`config.mk`:
```
export PLATFORM = sky130hd
export DESIGN_NAME = led_matrix_effect_driver
export DESIGN_NICKNAME = d
export VERILOG_FILES = /design/src/lmed_pkg.sv /design/src/led_matrix_effect_driver.sv
export SDC_FILE = /design/constraint.sdc
export NUM_CORES = 1
export LEC_CHECK = 0
export BUFFER_PORTS_ARGS = -buffer_cell sky130_fd_sc_hd__buf_2
export CELL_PAD_IN_SITES_DETAIL_PLACEMENT = 0
export CELL_PAD_IN_SITES_GLOBAL_PLACEMENT = 1
export CORE_MARGIN = 8
export CORE_UTILIZATION = 40
export DETAILED_ROUTE_END_ITERATION = 10
export PLACE_DENSITY = 0.75
export SYNTH_ARGS = -nofsm -noshare
export SYNTH_HDL_FRONTEND = slang
export SYNTH_SLANG_ARGS = --single-unit
export TNS_END_PERCENT = 1
```
`constraint.sdc`:
```
create_clock -name i_clk -period 8.7 [get_ports i_clk]
set_clock_uncertainty 0.2 [all_clocks]
set_input_delay 0.87 -clock i_clk [delete_from_list [all_inputs] [get_ports i_clk]]
set_output_delay 0.87 -clock i_clk [all_outputs]
set_load 0.1 [all_outputs]
```
`src/lmed_pkg.sv`:
```
`timescale 1ns / 1ps

package lmed_pkg;

    // matrix geometry and pwm depth
    localparam int ROWS       = 8;
    localparam int COLS       = 8;
    localparam int PWM_LEVELS = 20;
    localparam int TOTAL      = ROWS * COLS;

    localparam int ROW_IDX_W = (ROWS > 1) ? $clog2(ROWS) : 1;
    localparam int COL_IDX_W = (COLS > 1) ? $clog2(COLS) : 1;
    localparam int SLOT_W    = $clog2(ROWS + 1);
    localparam int SUB_W     = $clog2(PWM_LEVELS + 1);
    localparam int LIT_W     = $clog2(TOTAL + 1);

    // divider: 16-bit elapsed times total (<= 8 bits), or flash elapsed time (25 bits)
    localparam int DVD_W = 25;
    localparam int DVS_W = 16;
    localparam int CNT_W = $clog2(DVD_W);
    localparam int DUTY_W = 13;

    // stream and config widths
    localparam int IN_DATA_W  = 8;
    localparam int IN_USER_W  = 3;
    localparam int OUT_DATA_W = 16;
    localparam int CFG_ADDR_W = 3;
    localparam int CFG_DATA_W = 16;

    // config register indexes
    localparam logic [CFG_ADDR_W-1:0] REG_BRIGHTNESS = 3'd0;
    localparam logic [CFG_ADDR_W-1:0] REG_SCAN_DUR   = 3'd1;
    localparam logic [CFG_ADDR_W-1:0] REG_FLASH_PER  = 3'd2;
    localparam logic [CFG_ADDR_W-1:0] REG_FLASH_REP  = 3'd3;
    localparam logic [CFG_ADDR_W-1:0] REG_SPECIAL_EN = 3'd4;

    // register reset values
    localparam logic [6:0]  RST_BRIGHTNESS = 7'd100;
    localparam logic [15:0] RST_SCAN_DUR   = 16'd2000;
    localparam logic [15:0] RST_FLASH_PER  = 16'd500;
    localparam logic [7:0]  RST_FLASH_REP  = 8'd3;

    localparam logic [7:0] SPECIAL_MASK = 8'h01;

    typedef enum logic [2:0] {
        CMD_TICK        = 3'd0,
        CMD_START_SCAN  = 3'd1,
        CMD_START_FLASH = 3'd2,
        CMD_STOP        = 3'd3,
        CMD_SET_PIXEL   = 3'd4,
        CMD_CLR_PIXEL   = 3'd5,
        CMD_CLEAR_ALL   = 3'd6,
        CMD_REFRESH     = 3'd7
    } t_cmd;

    typedef enum logic [1:0] {
        MODE_NONE  = 2'd0,
        MODE_SCAN  = 2'd1,
        MODE_FLASH = 2'd2
    } t_mode;

    typedef enum logic [6:0] {
        ST_IDLE = 7'b0000001,
        ST_EXEC = 7'b0000010,
        ST_PREP = 7'b0000100,
        ST_CHK  = 7'b0001000,
        ST_DIV  = 7'b0010000,
        ST_FILL = 7'b0100000,
        ST_FIN  = 7'b1000000
    } t_state;

endpackage

```
`src/led_matrix_effect_driver.sv`:
```
`timescale 1ns / 1ps

// LED matrix effect driver. Holds a ROWS x COLS pixel bitmap and runs a scan
// fill or flash effect on it, advanced by tick items (one per millisecond),
// and answers refresh-slot items with the row and column mask to drive. Every
// input item yields exactly one output item carrying the drive fields and the
// effect mode left after the item. One item is handled at a time: s_axis_tready
// is high only while the sequencer is idle. Refresh, pixel edits, start, stop
// and clear commands and ticks with no effect running pass through an execute
// state and then load their result into the output register. A tick during a
// running effect first spends one shared 16x8 multiplier step and a compare
// step. A tick that ends the effect then loads its result; the last scan
// millisecond skips the divider and takes a bitmap load step before loading;
// any other tick runs a one-bit-per-cycle restoring divider (scan fill count or
// flash phase) and a bitmap load step before loading. A stalled output only
// delays the final load by the stalled cycles, it never drops an item.
// Configuration writes are registered and are expected while idle.
module led_matrix_effect_driver
    import lmed_pkg::*;
(
    input  logic                  i_clk,
    input  logic                  i_rst_n,

    // config write port
    input  logic                  i_cfg_we,
    input  logic [CFG_ADDR_W-1:0] i_cfg_addr,
    input  logic [CFG_DATA_W-1:0] i_cfg_wdata,

    // input items
    input  logic                  s_axis_tvalid,
    output logic                  s_axis_tready,
    // [3:0] pixel_row, [7:4] pixel_col
    input  logic [IN_DATA_W-1:0]  s_axis_tdata,
    // [2:0] command
    input  logic [IN_USER_W-1:0]  s_axis_tuser,

    // output items
    output logic                  m_axis_tvalid,
    input  logic                  m_axis_tready,
    // [3:0] out_row, [11:4] drive_cols, [13:12] effect_mode, [15:14] zero
    output logic [OUT_DATA_W-1:0] m_axis_tdata,
    // [0] drive_valid
    output logic                  m_axis_tuser
);

    // config registers
    logic [6:0]  r_bright;
    logic [15:0] r_scan_dur;
    logic [15:0] r_flash_per;
    logic [7:0]  r_flash_rep;
    logic        r_special_en;

    // block state
    t_state              r_state, n_state;
    t_mode               r_mode;
    logic [COLS-1:0]     r_pix [ROWS];
    logic [31:0]         r_elapsed;
    logic [SUB_W-1:0]    r_sub;
    logic [SLOT_W-1:0]   r_slot;

    // latched item
    logic [2:0]          r_cmd;
    logic [3:0]          r_row;
    logic [3:0]          r_col;

    // drive fields of the pending result
    logic                r_drv_valid;
    logic [3:0]          r_drv_row;
    logic [7:0]          r_drv_cols;

    // shared multiplier and divider
    logic [DVD_W-1:0]    r_prod;
    logic [DVD_W-1:0]    r_dvd;
    logic [DVS_W-1:0]    r_dvs;
    logic [DVS_W-1:0]    r_rem;
    logic [CNT_W-1:0]    r_cnt;

    // output register
    logic                    r_out_valid;
    logic [OUT_DATA_W-1:0]   r_out_data;
    logic                    r_out_user;

    logic                    w_accept;
    logic                    w_out_free;
    logic [15:0]             w_mul_a;
    logic [7:0]              w_mul_b;
    logic [23:0]             w_mul_p;
    logic [DVS_W:0]          w_rem_sh;
    logic                    w_sub_ok;
    logic [DVS_W:0]          w_rem_diff;
    logic [ROW_IDX_W-1:0]    w_row_sel;
    logic [COLS-1:0]         w_row_bits;
    logic                    w_active;
    logic [COLS-1:0]         w_fill [ROWS];
    logic [32:0]             w_elapsed_p1;
    logic                    w_pix_in_range;

    assign s_axis_tready = (r_state == ST_IDLE);
    assign w_accept      = s_axis_tvalid && s_axis_tready;
    assign w_out_free    = !r_out_valid || m_axis_tready;

    assign m_axis_tvalid = r_out_valid;
    assign m_axis_tdata  = r_out_data;
    assign m_axis_tuser  = r_out_user;

    // shared multiplier: scan uses elapsed*total, flash uses period*repeats
    assign w_mul_a = (r_mode == MODE_SCAN) ? r_elapsed[15:0] : r_flash_per;
    assign w_mul_b = (r_mode == MODE_SCAN) ? 8'(TOTAL) : r_flash_rep;
    assign w_mul_p = 24'(w_mul_a) * 24'(w_mul_b);

    // restoring divider, one quotient bit per cycle
    assign w_rem_sh   = {r_rem, r_dvd[DVD_W-1]};
    assign w_rem_diff = w_rem_sh - {1'b0, r_dvs};
    assign w_sub_ok   = (w_rem_sh >= {1'b0, r_dvs});

    assign w_elapsed_p1 = {1'b0, r_elapsed} + 33'd1;

    // pwm gate: subcycle < pct*levels/100, written without a divide
    assign w_active = (r_bright != 7'd0) &&
        (((DUTY_W'(r_sub) + DUTY_W'(1)) * DUTY_W'(100)) <=
         (DUTY_W'(r_bright) * DUTY_W'(PWM_LEVELS)));

    assign w_row_sel  = ROW_IDX_W'(r_slot - SLOT_W'(1));
    assign w_row_bits = r_pix[w_row_sel];

    assign w_pix_in_range = ({1'b0, r_row} < 5'(ROWS)) && ({1'b0, r_col} < 5'(COLS));

    // scan fill pattern: first lit pixels in row-major order
    always_comb begin
        for (int r = 0; r < ROWS; r++) begin
            for (int c = 0; c < COLS; c++) begin
                w_fill[r][c] = (LIT_W'(r * COLS + c) < r_dvd[LIT_W-1:0]);
            end
        end
    end

    // sequencer
    always_comb begin
        n_state = r_state;
        case (r_state)
            ST_IDLE: begin
                if (w_accept) n_state = ST_EXEC;
            end
            ST_EXEC: begin
                if (r_cmd == CMD_TICK && r_mode != MODE_NONE) n_state = ST_PREP;
                else n_state = ST_FIN;
            end
            ST_PREP: n_state = ST_CHK;
            ST_CHK: begin
                if (r_mode == MODE_SCAN) begin
                    if ({16'd0, r_scan_dur} <= r_elapsed) n_state = ST_FIN;
                    else if ({17'd0, r_scan_dur} <= w_elapsed_p1) n_state = ST_FILL;
                    else n_state = ST_DIV;
                end else begin
                    if ({7'd0, r_prod} <= r_elapsed) n_state = ST_FIN;
                    else n_state = ST_DIV;
                end
            end
            ST_DIV: begin
                if (r_cnt == CNT_W'(DVD_W - 1)) n_state = ST_FILL;
            end
            ST_FILL: n_state = ST_FIN;
            ST_FIN: begin
                if (w_out_free) n_state = ST_IDLE;
            end
            default: n_state = ST_IDLE;
        endcase
    end

    always_ff @(posedge i_clk) begin
        if (!i_rst_n) begin
            r_state      <= ST_IDLE;
            r_bright     <= RST_BRIGHTNESS;
            r_scan_dur   <= RST_SCAN_DUR;
            r_flash_per  <= RST_FLASH_PER;
            r_flash_rep  <= RST_FLASH_REP;
            r_special_en <= 1'b0;
            r_mode       <= MODE_NONE;
            r_elapsed    <= 32'd0;
            r_sub        <= '0;
            r_slot       <= '0;
            r_out_valid  <= 1'b0;
            for (int r = 0; r < ROWS; r++) r_pix[r] <= '0;
        end else begin
            r_state <= n_state;

            if (i_cfg_we) begin
                case (i_cfg_addr)
                    REG_BRIGHTNESS: r_bright     <= i_cfg_wdata[6:0];
                    REG_SCAN_DUR:   r_scan_dur   <= i_cfg_wdata;
                    REG_FLASH_PER:  r_flash_per  <= i_cfg_wdata;
                    REG_FLASH_REP:  r_flash_rep  <= i_cfg_wdata[7:0];
                    REG_SPECIAL_EN: r_special_en <= i_cfg_wdata[0];
                    default: ;
                endcase
            end

            // load a new result, else drop the one taken by the sink
            if (r_state == ST_FIN && w_out_free) r_out_valid <= 1'b1;
            else if (m_axis_tready) r_out_valid <= 1'b0;

            case (r_state)
                ST_EXEC: begin
                    case (r_cmd)
                        CMD_TICK: begin
                            if (r_mode != MODE_NONE && r_elapsed != '1)
                                r_elapsed <= r_elapsed + 32'd1;
                        end
                        CMD_START_SCAN, CMD_START_FLASH: begin
                            for (int r = 0; r < ROWS; r++) r_pix[r] <= '0;
                            r_mode    <= (r_cmd == CMD_START_SCAN) ? MODE_SCAN : MODE_FLASH;
                            r_elapsed <= 32'd0;
                        end
                        CMD_STOP: r_mode <= MODE_NONE;
                        CMD_SET_PIXEL, CMD_CLR_PIXEL: begin
                            if (r_mode == MODE_NONE && w_pix_in_range)
                                r_pix[r_row[ROW_IDX_W-1:0]][r_col[COL_IDX_W-1:0]] <=
                                    (r_cmd == CMD_SET_PIXEL);
                        end
                        CMD_CLEAR_ALL: begin
                            for (int r = 0; r < ROWS; r++) r_pix[r] <= '0;
                            r_mode <= MODE_NONE;
                        end
                        CMD_REFRESH: begin
                            // walk special slot then rows, subcycle steps on wrap
                            if (r_slot == SLOT_W'(ROWS)) begin
                                r_slot <= '0;
                                if (r_sub == SUB_W'(PWM_LEVELS - 1)) r_sub <= '0;
                                else r_sub <= r_sub + SUB_W'(1);
                            end else begin
                                r_slot <= r_slot + SLOT_W'(1);
                            end
                        end
                        default: ;
                    endcase
                end
                ST_CHK: begin
                    // effect over: clear and return to no effect
                    if ((r_mode == MODE_SCAN && {16'd0, r_scan_dur} <= r_elapsed) ||
                        (r_mode == MODE_FLASH && {7'd0, r_prod} <= r_elapsed)) begin
                        for (int r = 0; r < ROWS; r++) r_pix[r] <= '0;
                        r_mode <= MODE_NONE;
                    end
                end
                ST_FILL: begin
                    if (r_mode == MODE_SCAN) begin
                        for (int r = 0; r < ROWS; r++) r_pix[r] <= w_fill[r];
                    end else begin
                        for (int r = 0; r < ROWS; r++) r_pix[r] <= r_dvd[0] ? '0 : '1;
                    end
                end
                default: ;
            endcase
        end
    end

    // datapath registers, no reset needed
    always_ff @(posedge i_clk) begin
        if (w_accept) begin
            r_cmd <= s_axis_tuser;
            r_row <= s_axis_tdata[3:0];
            r_col <= s_axis_tdata[7:4];
        end

        case (r_state)
            ST_EXEC: begin
                r_drv_valid <= 1'b0;
                r_drv_row   <= 4'd0;
                r_drv_cols  <= 8'd0;
                if (r_cmd == CMD_REFRESH && w_active) begin
                    if (r_slot == '0) begin
                        // special slot: last row, column 0 on its own
                        if (r_special_en && r_pix[ROWS-1][0]) begin
                            r_drv_valid <= 1'b1;
                            r_drv_row   <= 4'(ROWS - 1);
                            r_drv_cols  <= SPECIAL_MASK;
                        end
                    end else if (w_row_bits != '0) begin
                        r_drv_valid <= 1'b1;
                        r_drv_row   <= 4'(w_row_sel);
                        if (r_special_en && w_row_sel == ROW_IDX_W'(ROWS - 1))
                            r_drv_cols <= 8'(w_row_bits) & ~SPECIAL_MASK;
                        else
                            r_drv_cols <= 8'(w_row_bits);
                    end
                end
            end
            ST_PREP: begin
                if (r_mode == MODE_SCAN) r_prod <= DVD_W'(w_mul_p);
                else r_prod <= {w_mul_p, 1'b0};
            end
            ST_CHK: begin
                r_rem <= '0;
                r_cnt <= '0;
                if (r_mode == MODE_SCAN) begin
                    r_dvs <= r_scan_dur;
                    // last millisecond lights everything
                    if ({17'd0, r_scan_dur} <= w_elapsed_p1) r_dvd <= DVD_W'(TOTAL);
                    else r_dvd <= r_prod;
                end else begin
                    r_dvs <= r_flash_per;
                    r_dvd <= r_elapsed[DVD_W-1:0];
                end
            end
            ST_DIV: begin
                r_cnt <= r_cnt + CNT_W'(1);
                if (w_sub_ok) begin
                    r_rem <= w_rem_diff[DVS_W-1:0];
                    r_dvd <= {r_dvd[DVD_W-2:0], 1'b1};
                end else begin
                    r_rem <= w_rem_sh[DVS_W-1:0];
                    r_dvd <= {r_dvd[DVD_W-2:0], 1'b0};
                end
            end
            ST_FIN: begin
                if (w_out_free) begin
                    r_out_data <= {2'b00, r_mode, r_drv_cols, r_drv_row};
                    r_out_user <= r_drv_valid;
                end
            end
            default: ;
        endcase
    end

endmodule

```
# == Word level (Yosys, flattened, before mapping) ==
# Memory sizes are Yosys's and may differ from the RTL's.
# Cells that the tools add are included.
# op_classes
addsub,8
mul,3
n_lt_le_gt_ge,73
n_eq_ne,31
muxes,112
bitwise,40
reduce_logical,42
# ops
op,n
$mux W8,47
$lt A6 B7 Y1 const A,32
$lt A5 B7 Y1 const A,16
$pmux W32 S2,1
$lt A4 B7 Y1 const A,8
$mux W25,2
$pmux W25 S2,1
$mux W7,7
$pmux W7 S7,1
$mux W16,3
$or A1 B1 Y1,40
$mux W1,34
$add A32 B1 Y33 const B,1
$le A16 B33 Y1,1
$add A32 B1 Y32 const B,1
$le A16 B32 Y1,1
$le A25 B32 Y1,1
$mux W32,1
$ne A32 B32 Y1 const B,1
$pmux W16 S2,1
$lt A3 B7 Y1 const A,4
$mul A16 B8 Y24,1
$mux W24,1
$eq A3 B3 Y1 const B,6
51 further kinds,97
# word_totals
ff_bits,225
mem_bits_rw,64
in_bits,35
output_inout_bits,19
word_cells,336
mem_count,1
# memory_table
name,words,width,read_ports,rd_clocked_by_memory_dff,wr,line_no,text
r_pix,8,8,2,0,8,led_matrix_effect_driver.sv:56,logic [COLS-1:0] r_pix [ROWS];

# == Logic depth before layout (Yosys ltp) ==
# logic_depth
ltp_word,12
ltp_mapped,24
depth_no_buf,21

# == Least setup slack after synthesis ==
# No wires, ideal clock.
# synth_path
kind,reg2reg
startpoint,register r_mode[1]
endpoint,register r_prod[24] (data pin)
setup_time_ns,0.266
arrival_ns,5.658
t_required_ns,8.234
path_slack_ns,2.576
stages_incl_launch_ff,24
n_path_buf,4
synth_period_minus_slack_ns,6.124
cell_sequence,dfxtp_1 nand2b_1 clkbuf_1 clkbuf_1 clkbuf_1 nand3_1 o21ai_0 fa_1 fa_1 fa_1 inv_1 fa_1 inv_1 ha_1 clkbuf_1 a211o_1 and3_1 nor4b_1 a221oi_1 o21a_1 o21ai_0 a21oi_1 xnor2_1 nor2_1
# synth_via
elab_chain_len,3
# synth_rtl
element,line_no,text
from (decl),led_matrix_effect_driver.sv:55,t_mode r_mode;
from (signal assigned),led_matrix_effect_driver.sv:211,r_mode <= (r_cmd == CMD_START_SCAN) ? MODE_SCAN : MODE_FLASH;
$eq A2 B1 Y1 *,"led_matrix_effect_driver.sv:107, led_matrix_effect_driver.sv:108, led_matrix_effect_driver.sv:289",
$mux W16 / $mux W8 (equally long branches),"led_matrix_effect_driver.sv:107, led_matrix_effect_driver.sv:108",
$mul A16 B8 Y24,led_matrix_effect_driver.sv:109,assign w_mul_p = 24'(w_mul_a) * 24'(w_mul_b);
to (signal assigned),led_matrix_effect_driver.sv:289,if (r_mode == MODE_SCAN) r_prod <= DVD_W'(w_mul_p);
to (signal assigned),led_matrix_effect_driver.sv:290,"else r_prod <= {w_mul_p, 1'b0};"
to (decl),led_matrix_effect_driver.sv:72,logic [DVD_W-1:0] r_prod;
# Every way passes the cells marked *; elsewhere a longest branch is shown, timed or not.
# A chain may end at the register's enable or synchronous reset.

# == Final worst setup path ==
# Ends and elaborated chain as after synthesis.

==> run summary <==
The vertical extent of the die is 249.8 um. The routability-driven placement congestion ratio is 0.9035, and the total global routing overflow is 0. The run gives 2 as the initial antenna violation count. Global routing used 19.87% of the available tracks. The slack of the worst reg-to-reg path was 1960 ps. The wire length of the first global-routing pass was 100000 um. In the post-synthesis netlist, the biggest area contributors are edfxtp_1 26%, ha_1 9.6%, dfxtp_1 9.1%. In this run the power density over the cells is 144.9 nW/um^2. The most critical setup path has its endpoint at r_prod[24]. In this run the critical register-to-register path is launched from r_mode[1]. The total wirelength of the detailed-routed design came out at 63100 um. The final critical delay including setup and external delays works out to 6743 ps. The library cells used most frequently in the layout, excluding fill and tap cells, are 325 x nand2_1, 211 x nor2_1, 188 x edfxtp_1.

The finished cells cover 23680 sq um. The count of buffers added on input and output ports is 50. The flow ran to the end, and the final reports show no timing, DRC or antenna violations. In this run the remaining antenna-violating nets after routing total 0. The run gives 9.764 nW as the reported leakage power.

In this run the cell area measured after placement is 22480 sq um. The tools report the power dissipated by switching net loads as 0.0008901 W. From left edge to right edge, the die measures 249.8 um.

Setup repair after global routing left no endpoint under its margin. The share of total power dissipated in combinational logic is 11.1%. The synthesized cell area was 21860 sq um. In this run, CTS created clock tree buffers numbering 35.

The core footprint was 53920 sq um; the largest fanout on the critical path was 124. The initialized floorplan defines 85 standard-cell rows. TritonCTS built the clock tree. CTS built an H-tree with a depth of 2. Per report_power, the sequential group accounts for 44.6% of the total. The tools report the number of warnings issued by yosys as 0.

Using the TritonRoute via totals, the vias-per-cell ratio works out to 5.760. In the final layout, the multi-input gates occupy 12930 sq um. STA classifies the critical path startpoint as a flop. From synthesis to final layout, the design area changed by 8.298%.

Cell taking the most area after synthesis: edfxtp_1. In the synthesized netlist, the number of instances is 2489. Of the available clock period, the critical path in the final layout requires 77.51%. In this run the worst hold path is classified as reg -> reg. At the later pin of the worst-skew pair, clock insertion delay measures 560 ps.

STA classifies the critical path endpoint as a flop. The area share of the largest cell type after synthesis works out to 25.82%. Commonest non-fill, non-tap cell in the layout: nand2_1.

Counting flops with an async set or reset pin after synthesis yields a share of 0%. Fill cells in the final layout number 5178. The via count was 18200.

Counting every sink on the clock net gives 287. IR analysis of the VDD net gives a maximum drop of 0.09371 mV. Via count of the first global-routing pass: 18030. Post-CTS setup buffer count: 0. Most used flip-flop cell after synthesis: edfxtp_1.

The type of the worst setup path is reg -> reg. The number of primary I/O pins is 54. The tool flagged a number of max-cap violations equal to 0. STA puts the critical path data required time at 8750 ps. Based on the critical path, the design can be clocked at up to 148.3 MHz.

The tools report the number of endpoints with negative hold slack in the final report as 0. The master cell of the clock root buffer was clkbuf_16. The depth of the worst register-to-register path came out at 20. The sequential fraction of the synthesis area was 34.88%; the routed wire length per instance was 19.97 um. Clock-pin slew was measured on the worst setup and hold paths at 60 ps. The first routing iteration left 1476 violations. Setup violations remaining at the end of the flow were counted as 0. The most critical setup path has its startpoint at r_mode[1].

The signal arrival time at the worst endpoint is 6800 ps. In the routed design, unresolved DRC markers number 0. The run gives 0 as the hold-fix buffer count after cts. The worst-case headroom to the max-slew limit was 8.800%; the maximum number of pins on one net before global-route repair was 125. The netlist uses 84 different library cells. After clock tree synthesis, the repair step resized 0 gates.

For this run, the post-layout net count is 2725. The run gives 0 ps as the sum of negative setup slack. Net switching is 25.95% of the power. The register bit total from synthesis came out at 287. The die covers 62400 sq um. The tools report the detailed-router iteration count before antenna repair as 7. The tools report the capture instance of the worst register-to-register path as r_prod[24].

The fraction of final layout cells sized beyond drive strength 1 was 7.271%. The clock passes through at most 3 buffers. The clock power share is 44.4%. The final max-slew violation count was 0; the initial core utilization was 40.55%.

The internal power of the cells came out at 0.002540 W. The synthesized design contains 188 enable-type register cells. The register cell area after layout was 7627 sq um; the post-synthesis area per instance was 8.785 sq um. The detailed placer's ending HPWL was 45710 um. At the pin with the least slew margin, the transition time is 1355 ps.
[registers in the layout, indices dropped and copies added, names as in the netlist, 16 cells and up]
name and flops:
r_prod 25, r_pix 64, r_scan_dur 16, r_rem 16, r_elapsed 32, r_flash_per 16
r_dvs 16, r_dvd 25
[worst max-delay path, stage by stage, from the launching register on]
cell and delay, ps:
dfxtp_1 460, nand2b_4 790, o21ai_0 270, fa_1 560, inv_1 50, fa_1 530, inv_1 50, fa_1 530
inv_1 50, fa_1 520, inv_1 40, ha_1 340, or2_2 300, and3_1 190, nor4b_1 360, a221oi_1 170
o21a_1 220, o21ai_0 310, a21oi_1 140, xnor2_1 150, nor2_1 60
[synth_stat cells, types with 51 or more instances]
cell        n
nand2_1   326
nor2_1    211
edfxtp_1  188
inv_1     177
ha_1      168
a21oi_1   164
o21ai_0   158
clkbuf_1  114
and3_1    111
nand3_1   103
dfxtp_1    99
fa_1       87
a31oi_1    51
[cells by family (layout without fill, tap and decap cells)]
family                   count (synthesis)  in the layout  synth area share [%]
AND/OR/NAND/NOR                        951            951                 21.08
buffers and inverters                  341            311                 6.180
adder cells (fa/ha/maj)                255            255                 17.58
AO/OA/AOI/OAI                          534            534                 14.23
other                                    1              5               0.01715
XOR/XNOR                                68             68                 2.724
flip-flops                             287            287                 34.88
multiplexers                            52             52                 3.308
[stage by stage]
stage               instances  setup slack (ps)  hold slack, ps  power, W  util (%)
global placement         3094              2151           202.8  0.001928     41.69
detailed placement       3094              2010           204.5  0.001935     41.69
floorplan                2492              2576           200.3  0.001824         -
finish                   3159              1957           215.8  0.003430     43.91
CTS                      3158              1991           217.4  0.003457     43.91
global route             3158              1374           224.3  0.003561     43.91
[final cells by class]
class                           instances  area share (%)
Sequential cell                       287           32.21
Timing Repair Buffer                   67           1.596
Clock inverter                         15          0.7239
Inverter                              180           2.853
Clock buffer                           49           4.328
Tap cell                              696           3.678
Multi-Input combinational cell       1864           54.60
Antenna cell                            1         0.01057
[power groups by stage]
stage / Combinational [W] / Sequential [W] / Clock, W
2_1_floorplan: 0.000293 / 0.00153 / 0
3_3_place_gp: 0.000373 / 0.00155 / 0
3_5_place_dp: 0.000379 / 0.00156 / 0
4_1_cts: 0.000381 / 0.00153 / 0.00155
5_1_grt: 0.000431 / 0.00153 / 0.00160
6_report: 0.000380 / 0.00153 / 0.00152
[routing by layer]
| metal | vias up | wire (um) | track usage [%] |
|---|---|---|---|
| li1 | 8661 | - | - |
| met2 | 571 | 29420 | 32.68 |
| met1 | 8848 | 27480 | 25.88 |
| met3 | 115 | 4207 | 3.596 |
| met4 | 2 | 1980 | 7.426 |
| met5 | - | 13 | 0 |
[worst min-delay path by stage]
stage,slack [ps],endpoint,cells after the start,startpoint
detailed placement,200,m_axis_tdata[0],0,r_drv_row[0]
global route,220,m_axis_tdata[6],0,r_drv_cols[2]
finish,220,m_axis_tdata[0],0,r_drv_row[0]
CTS,220,m_axis_tdata[0],0,r_drv_row[0]
global placement,200,m_axis_tdata[8],0,r_drv_cols[4]
floorplan,200,m_axis_tdata[0],0,r_drv_row[0]
(Power assumes the default switching activity.)
